`config.mk`:
```
export PLATFORM = sky130hd
export DESIGN_NAME = c_subset_lexer_flat
export DESIGN_NICKNAME = d
export VERILOG_FILES = /design/src/design/csl_pkg.sv /design/src/design/csl_in_if.sv /design/src/design/csl_out_if.sv /design/src/design/csl_scan.sv /design/src/design/csl_outq.sv /design/src/design/c_subset_lexer.sv /design/src/flat_wrapper.sv
export SDC_FILE = /design/constraint.sdc
export NUM_CORES = 1
export LEC_CHECK = 0
export BUFFER_PORTS_ARGS = -buffer_cell sky130_fd_sc_hd__buf_2
export CAP_MARGIN = 15
export CORE_ASPECT_RATIO = 0.5
export CORE_MARGIN = 2
export CORE_UTILIZATION = 35
export CTS_CLUSTER_SIZE = 12
export DETAILED_ROUTE_END_ITERATION = 10
export GPL_TIMING_DRIVEN = 0
export PLACE_DENSITY = 0.52
export SLEW_MARGIN = 25
export SYNTH_ARGS = -nofsm -noshare
export SYNTH_HDL_FRONTEND = slang
export SYNTH_SLANG_ARGS = --single-unit
```
`constraint.sdc`:
```
create_clock -name clk -period 9.2 [get_ports clk]
set_clock_uncertainty 0.1 [all_clocks]
set_input_delay 0.46 -clock clk [delete_from_list [all_inputs] [get_ports clk]]
set_output_delay 0.46 -clock clk [all_outputs]
set_load 0.01 [all_outputs]
```
`src/design/csl_pkg.sv`:
```
`default_nettype none
package csl_pkg;
  localparam int unsigned MaxTokenLen = 64;

  typedef enum logic [5:0] {
    K_END = 6'd0, K_ERROR = 6'd1, K_IDENT = 6'd2, K_INT = 6'd3, K_BOOL = 6'd4,
    K_VOID = 6'd5, K_KW_INT = 6'd6, K_KW_BOOL = 6'd7, K_IF = 6'd8, K_RETURN = 6'd9,
    K_LT = 6'd10, K_LE = 6'd11, K_GT = 6'd12, K_GE = 6'd13, K_ASSIGN = 6'd14,
    K_EQ = 6'd15, K_NE = 6'd16, K_PLUS = 6'd17, K_PLUS_EQ = 6'd18, K_INC = 6'd19,
    K_MINUS = 6'd20, K_MINUS_EQ = 6'd21, K_DEC = 6'd22, K_STAR = 6'd23,
    K_STAR_EQ = 6'd24, K_MOD = 6'd25, K_MOD_EQ = 6'd26, K_DIV = 6'd27,
    K_DIV_EQ = 6'd28, K_SEMI = 6'd29, K_COMMA = 6'd30, K_LPAREN = 6'd31,
    K_RPAREN = 6'd32, K_LBRACE = 6'd33, K_RBRACE = 6'd34, K_LBRACK = 6'd35,
    K_RBRACK = 6'd36
  } kind_t;

  typedef enum logic [2:0] {
    E_NONE = 3'd0, E_TOO_LONG = 3'd1, E_NUM_LETTER = 3'd2, E_LONE_BANG = 3'd3,
    E_BAD_BYTE = 3'd4
  } cause_t;

  typedef enum logic [6:0] {
    M_IDLE = 7'b0000001, M_WORD = 7'b0000010, M_NUMBER = 7'b0000100,
    M_OP = 7'b0001000, M_LINE = 7'b0010000, M_BLOCK = 7'b0100000,
    M_BLOCK_STAR = 7'b1000000
  } mode_t;

  typedef struct packed {
    kind_t kind;
    cause_t error_cause;
    logic [7:0] token_length;
    logic [15:0] start_row;
    logic [15:0] start_column;
    logic [31:0] start_offset;
  } token_t;

  // packed position: offset, row, column
  typedef struct packed {
    logic [31:0] offset;
    logic [15:0] row;
    logic [15:0] col;
  } pos_t;

  function automatic logic is_letter(input logic [7:0] b);
    return (b >= 8'h61 && b <= 8'h7a) || (b >= 8'h41 && b <= 8'h5a);
  endfunction

  function automatic logic is_digit(input logic [7:0] b);
    return b >= 8'h30 && b <= 8'h39;
  endfunction
endpackage
`default_nettype wire

```
`src/design/csl_in_if.sv`:
```
`default_nettype none
interface csl_in_if;
  logic valid;
  logic ready;
  logic [7:0] ch;
  modport source (output valid, output ch, input ready);
  modport sink (input valid, input ch, output ready);
endinterface
`default_nettype wire

```
`src/design/csl_out_if.sv`:
```
`default_nettype none
interface csl_out_if;
  logic valid;
  logic ready;
  logic [5:0] kind;
  logic [2:0] error_cause;
  logic [7:0] token_length;
  logic [15:0] start_row;
  logic [15:0] start_column;
  logic [31:0] start_offset;
  logic last;
  modport source (output valid, output kind, output error_cause, output token_length,
    output start_row, output start_column, output start_offset, output last, input ready);
  modport sink (input valid, input kind, input error_cause, input token_length,
    input start_row, input start_column, input start_offset, input last, output ready);
endinterface
`default_nettype wire

```
`src/design/csl_scan.sv`:
```
`default_nettype none
// per-byte scanner: state update plus up to two tokens
module csl_scan #(
  parameter int unsigned MAX_TOKEN_LEN = csl_pkg::MaxTokenLen
) (
  input  wire logic clk,
  input  wire logic rst_n,
  input  wire logic step,
  input  wire logic [7:0] ch,
  output csl_pkg::token_t tok0,
  output csl_pkg::token_t tok1,
  output logic [1:0] count
);
  import csl_pkg::*;

  mode_t mode_r, mode_nxt;
  logic [47:0] kbuf_r, kbuf_nxt;
  logic [7:0] run_r, run_nxt;
  logic letter_r, letter_nxt;
  logic [7:0] pend_r, pend_nxt;
  logic [15:0] row_r, row_nxt;
  logic [15:0] col_r, col_nxt;
  logic [31:0] off_r;
  pos_t start_r, start_nxt;
  logic cr_r, seen_r;

  pos_t here;
  logic consumed;
  token_t t [2];
  logic [1:0] n;
  token_t wtok, otok, itok;
  logic iemit;
  logic [5:0] pk;
  logic lod;

  function automatic token_t mk(input kind_t k, input cause_t c, input logic [7:0] l,
                                input pos_t p);
    token_t r;
    r.kind = k; r.error_cause = c; r.token_length = l;
    r.start_row = p.row; r.start_column = p.col; r.start_offset = p.offset;
    return r;
  endfunction

  // word close
  always_comb begin
    kind_t k;
    cause_t c;
    k = K_IDENT;
    c = E_NONE;
    if (run_r >= 8'(MAX_TOKEN_LEN)) begin
      k = K_ERROR; c = E_TOO_LONG;
    end else if (mode_r == M_NUMBER) begin
      if (letter_r) begin
        k = K_ERROR; c = E_NUM_LETTER;
      end else begin
        k = K_INT;
      end
    end else if (run_r == 8'd4 && kbuf_r[31:0] == "void") k = K_VOID;
    else if (run_r == 8'd3 && kbuf_r[23:0] == "int") k = K_KW_INT;
    else if (run_r == 8'd4 && kbuf_r[31:0] == "bool") k = K_KW_BOOL;
    else if (run_r == 8'd2 && kbuf_r[15:0] == "if") k = K_IF;
    else if (run_r == 8'd6 && kbuf_r == "return") k = K_RETURN;
    else if (run_r == 8'd4 && kbuf_r[31:0] == "true") k = K_BOOL;
    else if (run_r == 8'd5 && kbuf_r[39:0] == "false") k = K_BOOL;
    wtok = mk(k, c, run_r, start_r);
  end

  // operator pair
  always_comb begin
    pk = 6'd0;
    if (ch == "=") begin
      case (pend_r)
        "<": pk = K_LE;
        ">": pk = K_GE;
        "=": pk = K_EQ;
        "!": pk = K_NE;
        "+": pk = K_PLUS_EQ;
        "-": pk = K_MINUS_EQ;
        "*": pk = K_STAR_EQ;
        "%": pk = K_MOD_EQ;
        "/": pk = K_DIV_EQ;
        default: pk = 6'd0;
      endcase
    end else if (pend_r == "+" && ch == "+") pk = K_INC;
    else if (pend_r == "-" && ch == "-") pk = K_DEC;
  end

  always_comb begin
    logic [15:0] r, c;
    kind_t sk;
    r = row_r;
    c = col_r;
    if (ch == 8'h0a && seen_r) begin
      if (r != 16'hffff) r = r + 16'd1;
      c = 16'd0;
      col_nxt = cr_r ? 16'd0 : 16'd1;
    end else if (ch == 8'h0d) begin
      col_nxt = c;
    end else begin
      col_nxt = (c == 16'hffff) ? c : c + 16'd1;
    end
    row_nxt = r;
    here.offset = off_r;
    here.row = r;
    here.col = c;

    mode_nxt = mode_r;
    kbuf_nxt = kbuf_r;
    run_nxt = run_r;
    letter_nxt = letter_r;
    pend_nxt = pend_r;
    start_nxt = start_r;
    consumed = 1'b0;
    n = 2'd0;
    t[0] = wtok;
    t[1] = wtok;
    lod = is_letter(ch) || is_digit(ch);

    case (pend_r)
      "<": sk = K_LT;
      ">": sk = K_GT;
      "=": sk = K_ASSIGN;
      "+": sk = K_PLUS;
      "-": sk = K_MINUS;
      "*": sk = K_STAR;
      "%": sk = K_MOD;
      default: sk = K_DIV;
    endcase
    otok = mk(sk, E_NONE, 8'd1, start_r);

    case (mode_r)
      M_WORD, M_NUMBER: begin
        if (lod) begin
          if (run_r < 8'd6) kbuf_nxt = {kbuf_r[39:0], ch};
          if (run_r != 8'hff) run_nxt = run_r + 8'd1;
          if (is_letter(ch)) letter_nxt = 1'b1;
          consumed = 1'b1;
        end else begin
          t[0] = wtok; n = 2'd1; mode_nxt = M_IDLE;
        end
      end
      M_OP: begin
        mode_nxt = M_IDLE;
        if (pend_r == "/" && ch == "/") begin
          mode_nxt = M_LINE; consumed = 1'b1;
        end else if (pend_r == "/" && ch == "*") begin
          mode_nxt = M_BLOCK_STAR; consumed = 1'b1;
        end else if (pk != 6'd0) begin
          t[0] = mk(kind_t'(pk), E_NONE, 8'd2, start_r); n = 2'd1; consumed = 1'b1;
        end else if (pend_r == "!") begin
          t[0] = mk(K_ERROR, E_LONE_BANG, 8'd1, start_r); n = 2'd1;
        end else begin
          t[0] = otok; n = 2'd1;
        end
      end
      M_LINE: begin
        if (ch == 8'h0a || ch == 8'h00) mode_nxt = M_IDLE;
        else consumed = 1'b1;
      end
      M_BLOCK, M_BLOCK_STAR: begin
        if (ch == 8'h00) mode_nxt = M_IDLE;
        else if (mode_r == M_BLOCK_STAR && ch == "/") begin
          mode_nxt = M_IDLE; consumed = 1'b1;
        end else begin
          mode_nxt = (ch == "*") ? M_BLOCK_STAR : M_BLOCK; consumed = 1'b1;
        end
      end
      default: mode_nxt = M_IDLE;
    endcase

    iemit = 1'b0;
    itok = mk(K_ERROR, E_BAD_BYTE, 8'd1, here);
    if (!consumed) begin
      case (ch) inside
        8'h20, 8'h09, 8'h0a, 8'h0d: iemit = 1'b0;
        8'h00: begin iemit = 1'b1; itok = mk(K_END, E_NONE, 8'd0, here); end
        "<", ">", "=", "!", "+", "-", "*", "%", "/": begin
          mode_nxt = M_OP; pend_nxt = ch; start_nxt = here;
        end
        ";": begin iemit = 1'b1; itok = mk(K_SEMI, E_NONE, 8'd1, here); end
        ",": begin iemit = 1'b1; itok = mk(K_COMMA, E_NONE, 8'd1, here); end
        "(": begin iemit = 1'b1; itok = mk(K_LPAREN, E_NONE, 8'd1, here); end
        ")": begin iemit = 1'b1; itok = mk(K_RPAREN, E_NONE, 8'd1, here); end
        "{": begin iemit = 1'b1; itok = mk(K_LBRACE, E_NONE, 8'd1, here); end
        "}": begin iemit = 1'b1; itok = mk(K_RBRACE, E_NONE, 8'd1, here); end
        "[": begin iemit = 1'b1; itok = mk(K_LBRACK, E_NONE, 8'd1, here); end
        "]": begin iemit = 1'b1; itok = mk(K_RBRACK, E_NONE, 8'd1, here); end
        default: begin
          if (lod) begin
            mode_nxt = is_letter(ch) ? M_WORD : M_NUMBER;
            start_nxt = here;
            kbuf_nxt = {40'd0, ch};
            run_nxt = 8'd1;
            letter_nxt = is_letter(ch);
          end else begin
            iemit = 1'b1;
          end
        end
      endcase
      if (iemit) begin
        if (n == 2'd0) t[0] = itok;
        else t[1] = itok;
        n = n + 2'd1;
      end
    end
  end

  assign tok0 = t[0];
  assign tok1 = t[1];
  assign count = n;

  always_ff @(posedge clk) begin
    if (!rst_n) begin
      mode_r <= M_IDLE;
      kbuf_r <= '0; run_r <= '0; letter_r <= 1'b0; pend_r <= '0;
      row_r <= '0; col_r <= '0; off_r <= '0; start_r <= '0;
      cr_r <= 1'b0; seen_r <= 1'b0;
    end else if (step) begin
      mode_r <= mode_nxt;
      kbuf_r <= kbuf_nxt; run_r <= run_nxt; letter_r <= letter_nxt;
      pend_r <= pend_nxt; row_r <= row_nxt; col_r <= col_nxt;
      off_r <= off_r + 32'd1; start_r <= start_nxt;
      cr_r <= (ch == 8'h0d); seen_r <= 1'b1;
    end
  end
endmodule
`default_nettype wire

```
`src/design/csl_outq.sv`:
```
`default_nettype none
// four-entry result queue, two writes and one read per cycle
module csl_outq (
  input  wire logic clk,
  input  wire logic rst_n,
  input  wire logic [1:0] wr_count,
  input  csl_pkg::token_t wr0,
  input  csl_pkg::token_t wr1,
  output logic has_room,
  csl_out_if.source out
);
  import csl_pkg::*;

  token_t q_r [4];
  logic l_r [4];
  logic [1:0] rp_r, wp_r;
  logic [2:0] cnt_r;
  logic pop;

  assign pop = out.valid && out.ready;
  // room for two more while keeping a full queue
  assign has_room = cnt_r <= 3'd2;
  assign out.valid = cnt_r != 3'd0;
  assign out.kind = q_r[rp_r].kind;
  assign out.error_cause = q_r[rp_r].error_cause;
  assign out.token_length = q_r[rp_r].token_length;
  assign out.start_row = q_r[rp_r].start_row;
  assign out.start_column = q_r[rp_r].start_column;
  assign out.start_offset = q_r[rp_r].start_offset;
  assign out.last = l_r[rp_r];

  always_ff @(posedge clk) begin
    if (wr_count != 2'd0) begin
      q_r[wp_r] <= wr0;
      l_r[wp_r] <= (wr_count == 2'd1);
    end
    if (wr_count == 2'd2) begin
      q_r[wp_r + 2'd1] <= wr1;
      l_r[wp_r + 2'd1] <= 1'b1;
    end
  end

  always_ff @(posedge clk) begin
    if (!rst_n) begin
      rp_r <= '0; wp_r <= '0; cnt_r <= '0;
    end else begin
      wp_r <= wp_r + wr_count;
      if (pop) rp_r <= rp_r + 2'd1;
      cnt_r <= cnt_r + {1'b0, wr_count} - {2'b0, pop};
    end
  end
endmodule
`default_nettype wire

```
`src/design/c_subset_lexer.sv`:
```
`default_nettype none
// a token is registered into the result queue when the byte that completes it is accepted
// throughput: one byte per cycle while the result queue has room for two
// a result queue of four entries holds tokens so input need not stall whenever out is not ready
// reset: synchronous active-low rst_n returns the scanner to idle, positions to zero
// and empties the result queue
module c_subset_lexer #(
  parameter int unsigned MAX_TOKEN_LEN = csl_pkg::MaxTokenLen
) (
  input wire logic clk,
  input wire logic rst_n,
  csl_in_if.sink in,
  csl_out_if.source out
);
  import csl_pkg::*;

  token_t tok0, tok1;
  logic [1:0] count;
  logic has_room;
  logic step;

  // accept whenever two queue slots are guaranteed free, never during reset
  assign in.ready = has_room && rst_n;
  assign step = in.valid && in.ready;

  csl_scan #(.MAX_TOKEN_LEN(MAX_TOKEN_LEN)) u_scan (
    .clk(clk), .rst_n(rst_n), .step(step), .ch(in.ch),
    .tok0(tok0), .tok1(tok1), .count(count)
  );

  // only an accepted byte writes results
  csl_outq u_outq (
    .clk(clk), .rst_n(rst_n),
    .wr_count(step ? count : 2'd0), .wr0(tok0), .wr1(tok1),
    .has_room(has_room), .out(out)
  );
endmodule
`default_nettype wire

```
`src/flat_wrapper.sv`:
```
// flat-port wrapper written by rule: the top's interface ports become plain ports
module c_subset_lexer_flat import csl_pkg::*;
#(
  parameter int unsigned MAX_TOKEN_LEN = csl_pkg::MaxTokenLen
)
  (clk, rst_n, in_valid, in_ch, in_ready, out_valid, out_kind, out_error_cause, out_token_length, out_start_row, out_start_column, out_start_offset, out_last, out_ready);
  csl_in_if in_i ();
  csl_out_if out_i ();
  input wire logic clk;
  input wire logic rst_n;
  input wire logic [$bits(in_i.valid)-1:0] in_valid;
  input wire logic [$bits(in_i.ch)-1:0] in_ch;
  output wire logic [$bits(in_i.ready)-1:0] in_ready;
  output wire logic [$bits(out_i.valid)-1:0] out_valid;
  output wire logic [$bits(out_i.kind)-1:0] out_kind;
  output wire logic [$bits(out_i.error_cause)-1:0] out_error_cause;
  output wire logic [$bits(out_i.token_length)-1:0] out_token_length;
  output wire logic [$bits(out_i.start_row)-1:0] out_start_row;
  output wire logic [$bits(out_i.start_column)-1:0] out_start_column;
  output wire logic [$bits(out_i.start_offset)-1:0] out_start_offset;
  output wire logic [$bits(out_i.last)-1:0] out_last;
  input wire logic [$bits(out_i.ready)-1:0] out_ready;
  assign in_i.valid = in_valid;
  assign in_i.ch = in_ch;
  assign in_ready = in_i.ready;
  assign out_valid = out_i.valid;
  assign out_kind = out_i.kind;
  assign out_error_cause = out_i.error_cause;
  assign out_token_length = out_i.token_length;
  assign out_start_row = out_i.start_row;
  assign out_start_column = out_i.start_column;
  assign out_start_offset = out_i.start_offset;
  assign out_last = out_i.last;
  assign out_i.ready = out_ready;
  c_subset_lexer #(.MAX_TOKEN_LEN(MAX_TOKEN_LEN)) u_core (.clk(clk), .rst_n(rst_n), .in(in_i), .out(out_i));
endmodule
```
# Word level (Yosys, flattened, before mapping)
# Memories as Yosys holds them, arrays and structs flattened. A register that Yosys moved wholly into a read port is not among the register bits.
# Cells that the tools add are included.
# Widths: inputs -> output; s select.
# classes
muxes,160
n_lt_le_gt_ge,9
add_sub_neg,10
n_reduce_logical,35
bitwise,3
eq_ne,63
# op_table
op,n
$mux 81,18
$mux 48,16
$mux 64,10
$mux 162,2
$eq 8x6->1 const B,23
$mux 7,20
$mux 8,16
$eq 32x31->1 const B,3
$mux 16,6
$mux 6,10
$eq 48x47->1 const B,1
$pmux 5 s9,1
$mux 1,42
$eq 40x39->1 const B,1
$pmux 5 s7,1
$add 16x1->16 const B,2
$add 32x1->32 const B,1
$eq 8x7->1 const B,4
$pmux 7 s4,1
$eq 24x23->1 const B,1
$eq 8x3->1 const B,3
$eq 8x4->1 const B,3
$ge 8x7->1 const B,3
$mux 2,10
other kinds (43),82
# word_totals
in_bits,12
out_inout_bits,84
ramBits,328
elab_cells,298
memories,2
reg_bits,209
# memory_table
memory,words,word_bits,read_ports,rd_ports_with_merged_regs,write_ports,line,source
u_core.u_outq.q_r,4,81,1,1,2,csl_outq.sv:14,token_t q_r [4];
u_core.u_outq.l_r,4,1,1,1,2,csl_outq.sv:15,logic l_r [4];

# Logic depth before layout (Yosys ltp)
# Gate-level depths: netlist of the first run.
# depth
ltp_word,23
depth_mapped,16
depth_no_buf,12

# By module
# Synthesis of the first run repeated with hierarchy kept, for this count alone.
# unflattened
cells_unflattened,2458
area_unflattened_um2,27893.0
# by_module_without_submodules
mod,area_each_um2,n_inst,cells_per_inst,seq_area_each_um2
csl_outq,16278.1,1,855,9989.6
csl_scan,11582.4,1,1599,4043.9
c_subset_lexer,32.5,1,4,0.0

# Worst setup path before layout of the first run
# OpenSTA, ideal clock, no wires.
# synth_path
kind,input-to-reg
start,input in_ch[1]
end,"memory u_core.u_outq.q_r[0][0] in the netlist's numbering, enable pin"
setup_slack_ns,0.436
t_arrival_ns,8.031
cell_stages,9
setup_ns,0.632
required_ns,8.468
n_path_buf,1
path_cell_list,buf_2 > or2_0 > and3_1 > or4_4 > nand3_1 > inv_1 > ha_1 > o31ai_1 > o21ai_0
# synth_lines
element,line,source
"start, declared",flat_wrapper.sv:12,input wire logic [$bits(in_i.ch)-1:0] in_ch;
"end, declared",csl_outq.sv:14,

==> results.md, run 1 <==
- Dpl cells: ~3,300
- Final Hold Fails: 0
- Pre-CTS WS: ~3300 ps
- Vias in the first global route: ~18,000
- Synth Instances: between 2,000 and 2,500
- Cts hold-fix bufs: 0
- Initial antenna violation count: 1
- Initial core utilization: about a third
- Area share of the largest cell type after synthesis: a little under two fifths
- Top Metal Used: met4
- P_int: 0.004250 W
- Synth Flop Type: edfxtp_1
- Pwr dens: 193.2 nW/um^2
- Critical path's largest stage delay: around 740 ps
- Max Cap Violations: 0
- Boundary Pins: 96
- DP Area: 28,670 sq um
- Slew Limit Headroom: between 30 and 40%
- Commonest cells post-synth: edfxtp_1, dfxtp_1, nand2_1
- Switching Share: 27.58%
- CP max stage cell: o21ai_1
- Finished Layout Cells: approximately 3,400
- Final instance area: between 30,000 and 40,000 sq um
- Setup Buffers After CTS: 0
- Minimum clock period: just under 6000 ps
- Total Power: between 0.005 and 0.006 W
- Sequential group share of total power: roughly 45%
- Worst hold path class: input port to register
- Drt drc: 0
- Critical Path AT: roughly 6200 ps
- Port Buffers: slightly below 90
- Post-CTS Resized: 0
- Die height: between 150 and 200 um
- Count of cell types in the netlist: 86
- Critical path, cell by cell: clkbuf_1, nor2b_1, nand4_1, o21ai_1, o21ai_0, ha_1, nor3_1, and3_1, nand3_2, mux2i_1, buf_4, buf_4, mux2_1
- Pin count of the biggest net entering global routing: 19
- Final nets: ~2,400
- Post-Syn Area: between 20,000 and 30,000 sq um
- Worst-Skew Late Latency: between 600 and 700 ps
- Mean post-synth cell area: approximately 12 sq um
- Routed wire length: around 73 mm
- CP endpoint kind: register
- Crit path launch type: register
- DR vias: around 18,000
- Layout cells sized above 1: about 20%
- Largest area contributor in the netlist: edfxtp_1
- Routed length on met1: 34.18 mm
- Max VDD drop: roughly 0.00014 V
- GPL Wtd Cong: between 0.8 and 0.9
- Drt wl/cell: between 20 and 25 um
- DRT Pass-1 Iters: 5
- Seq/Total Area, Yosys: between 50% and 60%
- Top post-synthesis cells by area: edfxtp_1, dfxtp_1, mux4_2
- Area grow syn2layout: 15.31%
- Die width: between 300 and 400 um
- Slew Limit Fails: 0
- Filler instances: ~7,200
- CP bufs+invs: 3
- Final HPWL DP: approximately 51 mm
- Sink Count: 539
- Post-DR vias/cell: ~5.3
- Die footprint: 77,600 sq um
- Row cnt: slightly above 70
- CTS Buf Count: 54
- Top cell by count, worst path: buf_4
- Metal2 WL: between 30 and 40 mm
- Largest delay share family, worst path: simple AND/OR/NAND/NOR gates
- Core Area: between 70,000 and 80,000 sq um
- RSZ-0062 raised after global routing: false
- Root buf cell: clkbuf_16
- CP Data Required Time: between 9000 and 10,000 ps
- Top-count cell post-synth: edfxtp_1
- H-tree levels: 2
- First-pass GRT wire length: around 110 mm
- Final Cycle Share: 64.47%
- Fmax: approximately 170 MHz
- Max clock buf depth: 3
- Async S/R FF share, synth: 0%
- Synth Net Count: about 2,200
- Total gr overflow: 0
- Tot GR Track Use: about a fifth
- Synth Warn #: 0
- Setup violators final: 0
- Synthesized flop and latch total: ~540
- Pleak: 11.12 nW
- Clock Power Share: 36.6%
- CTS tree: done
- Outcome: completed
- Net Sw Power: roughly 0.0016 W
- Comb pwr share: between 10% and 20%
- Clock transition at path regs: ~60 ps
- Met3 WL: 3.233 mm
- Worst-Margin Slew: 995.3 ps
- Routed Antenna Nets: 0
- Hold_ws: between 100 and 150 ps
- Critical path class: register to register
- Number of flops mapped to enable cells by yosys: 324
- Critical path peak fanout: 10
- Setup WS post-layout: between 3000 and 4000 ps
- Starting DRC count in detailed routing: around 1,400
## final cells by class
class	count	area (sq um)	share of cell area, %
antenna	1	2.502	0.008240
buffer	152	704.4	2.319
clock buffer	90	1538	5.063
clock inverter	10	121.4	0.3996
inverter	34	127.6	0.4202
multi-input combinational	1450	11550	38.05
sequential	539	14030	46.21
tap	1022	1279	4.210
timing repair buffer	120	1010	3.325
## worst reg2reg max path, cell delays in order (launching register included)
cell and delay (ps):
dfxtp_1 300, clkbuf_1 210, nor2b_1 420, nand4_1 340, o21ai_1 740, o21ai_0 340, ha_1 450, nor3_1 680
and3_1 300, nand3_2 280, mux2i_1 530, buf_4 360, buf_4 290, mux2_1 360
## flip-flops by register name, indices dropped and copies added (netlist names), named ones only
name,flops
u_core.u_outq.cnt_r,3
u_core.u_outq.l_r,4
u_core.u_outq.q_r,324
u_core.u_outq.rp_r,2
u_core.u_outq.wp_r,2
u_core.u_scan.col_r,16
u_core.u_scan.cr_r,1
u_core.u_scan.kbuf_r,48
u_core.u_scan.letter_r,1
u_core.u_scan.mode_r,7
u_core.u_scan.off_r,32
u_core.u_scan.otok,64
u_core.u_scan.pend_r,8
u_core.u_scan.row_r,16
u_core.u_scan.run_r,8
u_core.u_scan.seen_r,1
## per-stage QoR
stage	setup TNS (ps)	util [%]
after floorplan	0	-
after global placement	-1723140	37.51
after detailed placement	0	38.33
after CTS	0	40.55
after global routing	0	40.60
final	0	40.60
## routing by layer
metal,vias to the layer above,global-route usage [%]
li1,8545,-
met1,8988,25.82
met2,397,29.88
met3,128,3.130
met4,0,5.513
met5,-,0
## layout by cell type (no fill, tap or decap), types with 14 or more instances in the layout
master     instances
nand3_1          124
buf_1             20
mux4_2            82
mux2i_1           52
xnor2_1           36
a21oi_1           42
a22o_1            42
clkbuf_16         55
o21ai_0           63
mux2_1           126
xor2_1            34
buf_4             26
clkbuf_1         111
mux2_2           120
nand4_1           40
and3_1            24
nor2b_1           50
nor2_1           119
buf_16            14
edfxtp_1         324
buf_2            116
and2_1            31
inv_1             33
nor3_1            40
dfxtp_1          215
nand2_1          203
## logic make-up (layout without fill, tap and decap cells)
group                      count (synthesis)  in the layout  share of synthesized area, %
and+or+nand+nor                          745            745                         14.89
other                                      0              1                             0
buffers and inverters                    186            406                         3.130
xor gates and xnor gates                  70             70                         2.328
AOI/OAI and AO/OA                        241            241                         6.185
adders and majority gates                 14             14                        0.6840
DFF                                      539            539                         53.28
muxes                                    380            380                         19.51
## final timing paths
check                           start  slack (ps)  depth (start not counted)                       end
min                          in_ch[5]         120                          3   u_core.u_scan.kbuf_r[5]
max           u_core.u_scan.pend_r[4]        3270                         13  u_core.u_outq.q_r[0][44]
max reg2reg   u_core.u_scan.pend_r[4]        3270                         13  u_core.u_outq.q_r[0][44]
min reg2reg  u_core.u_scan.kbuf_r[41]         380                          1  u_core.u_scan.kbuf_r[41]
## power by group through the flow
stage                     combinational, W  clock, W  sequential [W]
after floorplan                   0.000678         0         0.00270
after global placement             0.00107         0         0.00273
after detailed placement           0.00110         0         0.00270
after CTS                          0.00110   0.00219         0.00265
after global routing               0.00116   0.00228         0.00265
final                              0.00108   0.00215         0.00265
Power figures use the tool's default switching activity.
==> run 2, diff against run 1 <==
==> constraint.sdc (replaced) <==
create_clock -name clk -period 5.43 [get_ports clk]
set_clock_uncertainty 0.1 [all_clocks]
set_input_delay 0.2715 -clock clk [delete_from_list [all_inputs] [get_ports clk]]
set_output_delay 0.2715 -clock clk [all_outputs]
set_load 0.01 [all_outputs]
==> run 2 against run 1 <==
Sequential share of layout area down 0.065 points. Hold slack worse by 46 ps. Register-to-register slack worse by 2800 ps. First-iteration DRC count up 8.0%. Critical endpoint is now u_core.u_outq.q_r[0][37]. Core utilization is 0.057 points higher. Largest power group unchanged. Global-route usage up 0.49 points. Die area is the same. Highest routed layer unchanged.
==> results.md, run 2 (synthesis results as in run 1) <==
- Outcome: completed
- GPL Wtd Cong: roughly 0.86
- FF/Latch Area: around 14,000 sq um
- Hold_ws: between 70 and 80 ps
- Area grow syn2layout: 15.47%
- Most frequent cells in the layout: edfxtp_1, dfxtp_1, nand2_1
- Critical path class: input port to register
- Critical path, cell by cell: dlygate4sd3_1, buf_2, nor4_4, clkbuf_1, nand2_1, and3_1, nand3_1, inv_1, ha_1, nor3_2, and3_1, nand3_2, mux2i_2, buf_4, buf_4, mux2_1
- Multi-input gate area: 11,580 sq um
- Slew Limit Fails: 0
- CP max stage cell: dlygate4sd3_1
- Starting DRC count in detailed routing: about 1,500
- DRT Pass-1 Iters: 6
- Die footprint: roughly 78,000 sq um
- Pwr dens: ~330 nW/um^2
- Post-DR vias/cell: 5.280
- Layout cells sized above 1: between 10% and 20%
- Setup violators final: 0
- CP Data Required Time: between 5000 and 6000 ps
- Sink Count: approximately 540
- Initial antenna violation count: 2
- Minimum clock period: approximately 5000 ps
- Filler instances: between 7,000 and 8,000
- Total gr overflow: 0
- Routed wire length: between 70 and 80 mm
- Max clock buf depth: 3
- Final Hold Fails: 0
- CTS tree: done
- Row cnt: between 70 and 80
- Boundary Pins: 96
- Final HPWL DP: between 50 and 60 mm
- Final nets: 2,376
- H-tree levels: 2
- Pleak: 11.11 nW
- Most flops, register: u_core.u_outq.q_r
- Critical path peak fanout: 10
- Core Area: approximately 75,000 sq um
- Drt drc: 0
- Crit path launch type: input port
- Setup TNS: 0 ps
- CP bufs+invs: 6
- Port Buffers: 88
- Critical Path AT: approximately 5300 ps
- DR vias: approximately 18,000
- Clock transition at path regs: roughly 60 ps
- Slew Limit Headroom: about a third
- Die width: between 300 and 400 um
- RSZ-0062 raised after global routing: false
- Worst-Skew Late Latency: roughly 640 ps
- Pin count of the biggest net entering global routing: 19
- First-pass GRT wire length: around 110 mm
- CP endpoint kind: register
- Tot GR Track Use: a little under a fifth
- Largest register FFs: around 320
- Root buf cell: clkbuf_16
- Worst-Margin Slew: a little over 1000 ps
- Fmax: a little under 200 MHz
- Worst hold path class: input port to register
- Initial core utilization: 35.21%
- Commonest non-fill, non-tap cell in the layout: edfxtp_1
- Vias in the first global route: 18,020
- Routed Antenna Nets: 0
- Drt wl/cell: roughly 22 um
- Max VDD drop: between 0.0002 and 0.0003 V
- Max Cap Violations: 0
- Die height: a little under 200 um
- Critical path's largest stage delay: approximately 530 ps
- Final Cycle Share: 92.93%
- CTS Buf Count: 53
- Largest delay share family, worst path: buffers and inverters
[run 2: cell types whose count changed in the layout (fill, tap and decap cells not counted), moves of 2 or more]
cell / previous run / this run
buf_4: 26 / 20
clkbuf_1: 111 / 117
buf_8: 1 / 4
dlygate4sd3_1: 0 / 3
buf_16: 14 / 16
clkbuf_16: 55 / 53
clkinv_1: 2 / 0
clkinv_2: 2 / 0
[run 2: final cells by class]
class	instances	share of cell area, %
clock buffers	94	4.949
repair buffers	121	3.534
plain buffers	152	2.316
inverters	34	0.4196
multi-input cells	1450	38.09
clock inverters	6	0.3374
diodes	1	0.008228
flip-flops and latches	539	46.14
well taps	1022	4.205
[run 2: stage by stage]
stage               total power, W  std cells  cell area, sq um  utilization [%]  worst slack, ps
CTS                        0.01002       3415             30350            40.58            92.00
global route               0.01028       3419             30410            40.66            172.4
finish                    0.009887       3419             30410            40.66            384.1
global placement          0.006413       3285             28070            37.53            -6028
floorplan                 0.005714       2175             26350                -           -956.8
detailed placement        0.006450       3312             28700            38.37           -559.5
[run 2: path summary, 6_finish.rpt]
check	start	to	slack [ps]	depth (start not counted)
hold reg to reg	u_core.u_scan.pend_r[5]	u_core.u_scan.pend_r[5]	370	2
hold / removal	out_ready	u_core.u_outq.rp_r[0]	80	4
setup reg to reg	u_core.u_scan.pend_r[2]	u_core.u_outq.q_r[0][37]	470	13
setup / recovery	in_ch[5]	u_core.u_outq.q_r[0][37]	380	16
[run 2: per-layer routing]
| metal | part of all wire (%) | GRT usage [%] | routed length, um |
|---|---|---|---|
| met3 | 4.9 | 3.097 | 3595 |
| met5 | 0 | 0 | 0 |
| met4 | 2.0 | 4.815 | 1479 |
| met2 | 47 | 30.93 | 34570 |
| met1 | 46 | 26.67 | 34250 |
[run 2: timing repair]
action | CTS | global route
setup buffers | 0 | 3
endpoints found under the hold margin | 3 | 0
hold buffers | 3 | 0
setup endpoints to repair | 243 | 190
pin swaps | 0 | 1
resized for setup | 3 | 2
[run 2: power breakdown]
group          leakage, nW  total, W  switching (W)  internal (W)
clock                0.764   0.00356        0.00163       0.00193
sequential            4.82   0.00448      0.0000534       0.00443
combinational         5.53   0.00184        0.00105      0.000793
[run 2: tightest hold or removal path, stage by stage]
cell	delay [ps]
buf_2	100
and2_1	190
xnor2_1	100
nor2_1	80
